File: src/design/svpwm_pkg.sv
// Shared constants, types and the sine table of the SVPWM duty core.
package svpwm_pkg;

   // Format constants
   localparam int ANGLE_BITS      = 16;
   localparam int SINE_TABLE_BITS = 10;
   localparam int DUTY_FRAC_BITS  = 15;

   // Port widths
   localparam int UQ_W    = 16;
   localparam int ANGLE_W = 16;
   localparam int BUS_W   = 16;
   localparam int DUTY_W  = 16;

   localparam logic [BUS_W-1:0] BUS_RESET = BUS_W'(12000);

   // Q30 constants
   localparam int Q_FRAC   = 30;
   localparam int SQRT3_W  = 31;
   localparam logic [SQRT3_W-1:0] SQRT3_Q30 = SQRT3_W'(1859775393);
   localparam longint unsigned PI3_Q30 = 64'd1124419809;
   localparam int SINE_W   = Q_FRAC;

   // Angle datapath
   localparam int ANG_EXT_W = (ANGLE_BITS > ANGLE_W) ? ANGLE_BITS : ANGLE_W;
   localparam int A6_W      = ANGLE_BITS + 3;
   localparam logic [ANGLE_BITS-1:0] ANGLE_QUARTER = {2'b01, {(ANGLE_BITS-2){1'b0}}};
   localparam logic [ANGLE_BITS-1:0] ANGLE_HALF    = {2'b10, {(ANGLE_BITS-2){1'b0}}};

   // Sine ROM
   localparam int ROM_DEPTH  = (1 << SINE_TABLE_BITS) + 1;
   localparam int ROM_ADDR_W = SINE_TABLE_BITS + 1;
   localparam logic [ROM_ADDR_W-1:0] ROM_TOP = {1'b1, {SINE_TABLE_BITS{1'b0}}};

   // Magnitude and divider
   localparam int MAG_W      = UQ_W + 1;
   localparam int MAGSQ_W    = 2 * MAG_W;
   localparam int TRIPLE_W   = MAGSQ_W + 2;
   localparam int BUSSQ_W    = 2 * BUS_W;
   localparam int DVD_W      = MAG_W + SQRT3_W;
   localparam int QUO_W      = DVD_W - BUS_W;
   localparam int DIV_STEP   = 4;
   localparam int DIV_STAGES = QUO_W / DIV_STEP;

   // Ratio and duty datapath
   localparam int PROD_W     = QUO_W + SINE_W;
   localparam int R_SHIFT    = 2 * Q_FRAC - DUTY_FRAC_BITS;
   localparam int R_W        = DUTY_FRAC_BITS + 1;
   localparam int SUM_W      = R_W + 2;
   localparam int DUTY_EXT_W = (R_W > DUTY_W) ? R_W : DUTY_W;
   localparam logic [R_W-1:0] DUTY_ONE = {1'b1, {DUTY_FRAC_BITS{1'b0}}};

   // Accept edge to the edge that samples the strobe
   localparam int RSP_LATENCY = DIV_STAGES + 6;

   typedef enum logic [2:0] {
      SEC_1 = 3'd0,
      SEC_2 = 3'd1,
      SEC_3 = 3'd2,
      SEC_4 = 3'd3,
      SEC_5 = 3'd4,
      SEC_6 = 3'd5
   } sector_type;

   // Sideband carried alongside the divider
   typedef struct packed {
      logic              fault;
      sector_type        sector;
      logic [SINE_W-1:0] sin1;
      logic [SINE_W-1:0] sin2;
   } div_side_type;

   typedef logic [SINE_W-1:0] sine_rom_type [ROM_DEPTH];

   // Taylor divisors (2k)(2k+1), k = 1..7
   localparam longint unsigned TAYLOR_DIV [1:7] = '{64'd6, 64'd20, 64'd42, 64'd72,
                                                   64'd110, 64'd156, 64'd210};

   // Truncating eight-term Taylor sine over [0, pi/3], built at elaboration
   function automatic sine_rom_type build_sine_rom();
      sine_rom_type    rom;
      longint unsigned x;
      longint unsigned x2;
      longint unsigned term;
      longint unsigned sum;
      for (int j = 0; j < ROM_DEPTH; j++) begin
         x    = (64'(j) * PI3_Q30) >> SINE_TABLE_BITS;
         x2   = (x * x) >> Q_FRAC;
         term = x;
         sum  = x;
         for (int k = 1; k <= 7; k++) begin
            term = (term * x2) >> Q_FRAC;
            term = term / TAYLOR_DIV[k];
            if ((k % 2) == 1) begin
               sum = sum - term;
            end else begin
               sum = sum + term;
            end
         end
         rom[j] = sum[SINE_W-1:0];
      end
      return rom;
   endfunction

   localparam sine_rom_type SINE_ROM = build_sine_rom();

endpackage

File: src/design/svpwm_div.sv
// Pipelined restoring divider for the modulation ratio, four quotient bits per stage.
module svpwm_div (
   input  logic                               clock,
   input  logic                               reset,
   input  logic                               in_valid,
   input  logic [svpwm_pkg::DVD_W-1:0]        in_dividend,
   input  logic [svpwm_pkg::BUS_W-1:0]        divisor,
   input  svpwm_pkg::div_side_type            in_side,
   output logic                               out_valid,
   output logic [svpwm_pkg::QUO_W-1:0]        out_quotient,
   output svpwm_pkg::div_side_type            out_side
);

   logic                          valid_ff [svpwm_pkg::DIV_STAGES];
   logic [svpwm_pkg::BUS_W-1:0]   rem_ff   [svpwm_pkg::DIV_STAGES];
   logic [svpwm_pkg::QUO_W-1:0]   work_ff  [svpwm_pkg::DIV_STAGES];
   svpwm_pkg::div_side_type       side_ff  [svpwm_pkg::DIV_STAGES];

   for (genvar s = 0; s < svpwm_pkg::DIV_STAGES; s++) begin : g_stage
      logic                        valid_src;
      logic [svpwm_pkg::BUS_W-1:0] rem_src;
      logic [svpwm_pkg::QUO_W-1:0] work_src;
      svpwm_pkg::div_side_type     side_src;
      logic [svpwm_pkg::BUS_W-1:0] rem_in;
      logic [svpwm_pkg::QUO_W-1:0] work_in;
      logic [svpwm_pkg::BUS_W:0]   trial;

      // First stage loads the high dividend bits as the partial remainder
      if (s == 0) begin : g_first
         assign valid_src = in_valid;
         assign rem_src   = in_dividend[svpwm_pkg::DVD_W-1:svpwm_pkg::QUO_W];
         assign work_src  = in_dividend[svpwm_pkg::QUO_W-1:0];
         assign side_src  = in_side;
      end else begin : g_next
         assign valid_src = valid_ff[s-1];
         assign rem_src   = rem_ff[s-1];
         assign work_src  = work_ff[s-1];
         assign side_src  = side_ff[s-1];
      end

      // Shift-subtract steps; quotient bits shift in from the bottom
      always_comb begin
         rem_in  = rem_src;
         work_in = work_src;
         trial   = '0;
         for (int b = 0; b < svpwm_pkg::DIV_STEP; b++) begin
            trial = {rem_in, work_in[svpwm_pkg::QUO_W-1]};
            if (trial >= {1'b0, divisor}) begin
               rem_in  = svpwm_pkg::BUS_W'(trial - {1'b0, divisor});
               work_in = {work_in[svpwm_pkg::QUO_W-2:0], 1'b1};
            end else begin
               rem_in  = trial[svpwm_pkg::BUS_W-1:0];
               work_in = {work_in[svpwm_pkg::QUO_W-2:0], 1'b0};
            end
         end
      end

      always_ff @(posedge clock) begin
         if (reset) begin
            valid_ff[s] <= 1'b0;
         end else begin
            valid_ff[s] <= valid_src;
         end
      end

      always_ff @(posedge clock) begin
         rem_ff[s]  <= rem_in;
         work_ff[s] <= work_in;
         side_ff[s] <= side_src;
      end
   end

   assign out_valid    = valid_ff[svpwm_pkg::DIV_STAGES-1];
   assign out_quotient = work_ff[svpwm_pkg::DIV_STAGES-1];
   assign out_side     = side_ff[svpwm_pkg::DIV_STAGES-1];

endmodule

File: config.mk
export PLATFORM = sky130hd
export DESIGN_NAME = svpwm_div
export DESIGN_NICKNAME = d
export VERILOG_FILES = /design/src/design/svpwm_pkg.sv /design/src/design/svpwm_div.sv
export SDC_FILE = /design/constraint.sdc
export NUM_CORES = 2
export LEC_CHECK = 0
export ABC_AREA = 0
export BUFFER_PORTS_ARGS = -buffer_cell sky130_fd_sc_hd__clkbuf_2
export CORE_MARGIN = 1.5
export CORE_UTILIZATION = 50
export CTS_CLUSTER_DIAMETER = 30
export DETAILED_ROUTE_END_ITERATION = 16
export PLACE_DENSITY = 0.67
export RECOVER_POWER = 100
export SYNTH_ARGS = -nofsm -noshare
export SYNTH_HDL_FRONTEND = slang
export SYNTH_SLANG_ARGS = --single-unit
File: constraint.sdc
create_clock -name clock -period 15.8 [get_ports clock]
set_input_delay 3.16 -clock clock [delete_from_list [all_inputs] [get_ports clock]]
set_output_delay 3.16 -clock clock [all_outputs]
set_load 0.02 [all_outputs]
==> flow_metrics.py <==
metrics = {
    "yosys": {
        "synthesis.area_um2": 45700,
        "synth_cell_types": 99,
        "syn_inst": 4736,
        "synth_top_area_share_pct": 38.9,
        "ys.flop_type": "dfxtp_1",
        "ys_seq_area_share_pct": 38.9,
        "yosysWarnings": 0,
        "synth_most_common_cell": "dfxtp_1",
        "syn_nets": 5410,
        "synth-async-reset-ratio_pct": 0,
        "ys_ff_latch": 888,
        "synth_edf_count": 0,
        "synthTopCellsByArea": "dfxtp_1 39%, ha_1 14%, mux2_2 6.0%, xnor2_1 4.6%, a21oi_1 4.1%",
        "avgSynthCellArea_um2": 9.65,
        "synth_top_cell_by_area": "dfxtp_1",
        "synth_common_cells": "888 x dfxtp_1, 512 x ha_1, 375 x a21oi_1",
    },
    "clocking": {
        "hold_buffers": 0,
        "cts_buffers": 148,
        "cts_root_buffer": "clkbuf_16",
        "cts_tree": "yes",
        "clock_latency_ps": 740,
        "cts.sinks": 888,
        "cts_max_level": 4,
        "postCtsSetupRepairBufs": 0,
        "post_cts_resized": 0,
        "clk_pin_slew_ps": 50,
        "cts_buffer_depth": 3,
    },
    "global_route": {
        "grt.overflow.total": 0,
        "grt_max_degree": 32,
        "grt_pass1_vias": 34681,
        "antenna_found_initial": 1,
        "grt_usage_pct": 24.2,
        "grt_pass1_wl_um": 181000,
    },
    "die": {
        "start_util_pct": 50.6,
        "core_area_um2": 90300,
        "ios": 228,
        "die_area_um2": 93200,
        "die_h_um": 305,
        "num_rows": 110,
        "die_w_um": 305,
    },
    "finish": {
        "nFillCells": 7802,
        "area_growth_pct": 17.6,
        "regArea_um2": 17800,
        "nets": 5785,
        "fin_area_um2": 53800,
        "multi_input_area_um2": 26800,
        "layout-drive-gt1-share_pct": 14.6,
    },
    "timing": {
        "worst_slew_margin_rel_pct": 32.2,
        "slew_violations": 0,
        "tns_ps": 0,
        "max_freq_mhz": 67.8,
        "period_minus_slack_ps": 14740,
        "skew_ps": 34.3,
        "setup_viol": 0,
        "worst_slew_pin_slew_ps": 1020,
        "post-route-period-util_pct": 93.3,
        "setup_ws_ps": 1060,
        "hold_violations": 0,
        "rsz0062_at_grt": "no",
        "whs_ps": 305,
    },
    "critical_path": {
        "slowest_delay_ps": 890,
        "critPathTopFamily": "compound AO/OA/AOI/OAI gates",
        "crit_path_end_kind": "flop",
        "cp_max_fo": 24,
        "arrival_ps": 15330,
        "crit_buf_inv": 7,
        "crit_type": "input port to flop",
        "cp_common_cell": "o21ai_0",
        "cp-start-kind": "input port",
        "crit_slowest_cell": "o31ai_4",
        "crit_required_ps": 16390,
    },
    "placement": {
        "io_buffers": 227,
        "detailed_place_hpwl_um": 86500,
        "dp_slack_ps": 691,
        "routabilityCongestion": 0.924,
        "place_area_um2": 48600,
    },
    "job": {
        "cap_violations": 0,
    },
    "route": {
        "vias": 35938,
        "avgViaCountPerCell": 5.60,
        "route.detailed.drc": 0,
        "drt_iter0_drc": 2131,
        "first_pass_iters": 6,
        "final_antenna_net_count": 0,
        "wire_per_inst_um": 18.0,
        "wirelength_um": 115000,
    },
    "outcome": {
        "outcome": "finished, final reports clean",
    },
    "hold_path": {
        "worstHoldPathType": "flop to flop",
    },
}
-- path summary, 6_finish.rpt --
check / startpoint / endpoint / slack [ps] / depth (start not counted)
setup / recovery: divisor[1] / rem_ff[4][7] / 1060 / 46
hold / removal: work_ff[1][89] / work_ff[1][125] / 300 / 0
hold reg to reg: work_ff[1][89] / work_ff[1][125] / 300 / 0
setup reg to reg: rem_ff[4][7] / rem_ff[5][7] / 3890 / 43
-- worst reg2reg max path: cells and delay by family, from the launching register on --
family | cells | cell delay (ps)
simple gates | 5 | 1000
buf+inv | 7 | 1580
flops | 1 | 320
mux | 3 | 1330
compound gates | 24 | 6250
fa+ha+maj | 4 | 1340
-- registers in the layout (all words and copies together), names as in the netlist --
| register | flops |
|---|---|
| side_ff | 512 |
| work_ff | 256 |
| rem_ff | 112 |
| valid_ff | 8 |
-- cell type report --
type | count | share of cell area [%]
multi-input cells | 3554 | 49.8
flip-flops and latches | 888 | 33.1
clock buffers | 175 | 7.40
repair buffers | 294 | 2.81
well taps | 1176 | 2.74
clock inverters | 100 | 2.62
inverters | 225 | 1.58
diodes | 1 | 0.00465
-- kinds of logic after synthesis --
family / share of synthesized area (%)
AOI/OAI and AO/OA: 17.3
DFF: 38.9
and+or+nand+nor: 12.3
xor gates and xnor gates: 6.63
adders and majority gates: 15.4
muxes: 7.06
buffers and inverters: 2.49
-- placed cells by master (no fill, tap or decap), drive strengths merged, types with 13 or more instances in the layout --
| cell | instances |
|---|---|
| nand2b | 52 |
| nand2 | 278 |
| mux2 | 251 |
| nand3 | 84 |
| or2 | 25 |
| ha | 512 |
| bufinv | 17 |
| buf | 61 |
| a21o | 110 |
| o21a | 96 |
| a21oi | 376 |
| o41ai | 16 |
| mux2i | 38 |
| clkinv | 41 |
| nor4 | 27 |
| a211oi | 30 |
| xnor2 | 240 |
| a31oi | 24 |
| clkbuf | 408 |
| dfxtp | 888 |
| nand4 | 79 |
| xor2 | 106 |
| nor2 | 315 |
| o31a | 25 |
| nor2b | 91 |
| a21boi | 26 |
| o21bai | 39 |
| or3 | 31 |
| nor3 | 79 |
| inv | 251 |
| o31ai | 43 |
| fa | 31 |
| clkinvlp | 16 |
| and2 | 17 |
| o21ai | 277 |
| o211ai | 26 |
| a31o | 13 |
| and3 | 24 |
-- stage by stage --
step	util [%]	cells
5_1_grt	59.5	6412
3_3_place_gp	53.8	6137
6_report	59.6	6413
3_5_place_dp	53.8	6137
4_1_cts	59.8	6412
2_1_floorplan	-	4736
-- routing by layer --
metal  global-route usage [%]  up-vias  share of wire [%]
met5                        0        -                  0
met4                     10.4        0                3.6
met3                     4.05      257                5.4
met2                     39.6     1034                 45
met1                     31.5    16674                 46
li1                         -    17973                  -
Power is not shown: default switching activity piles up to over one toggle a cycle in this logic, so the estimate is an artifact.
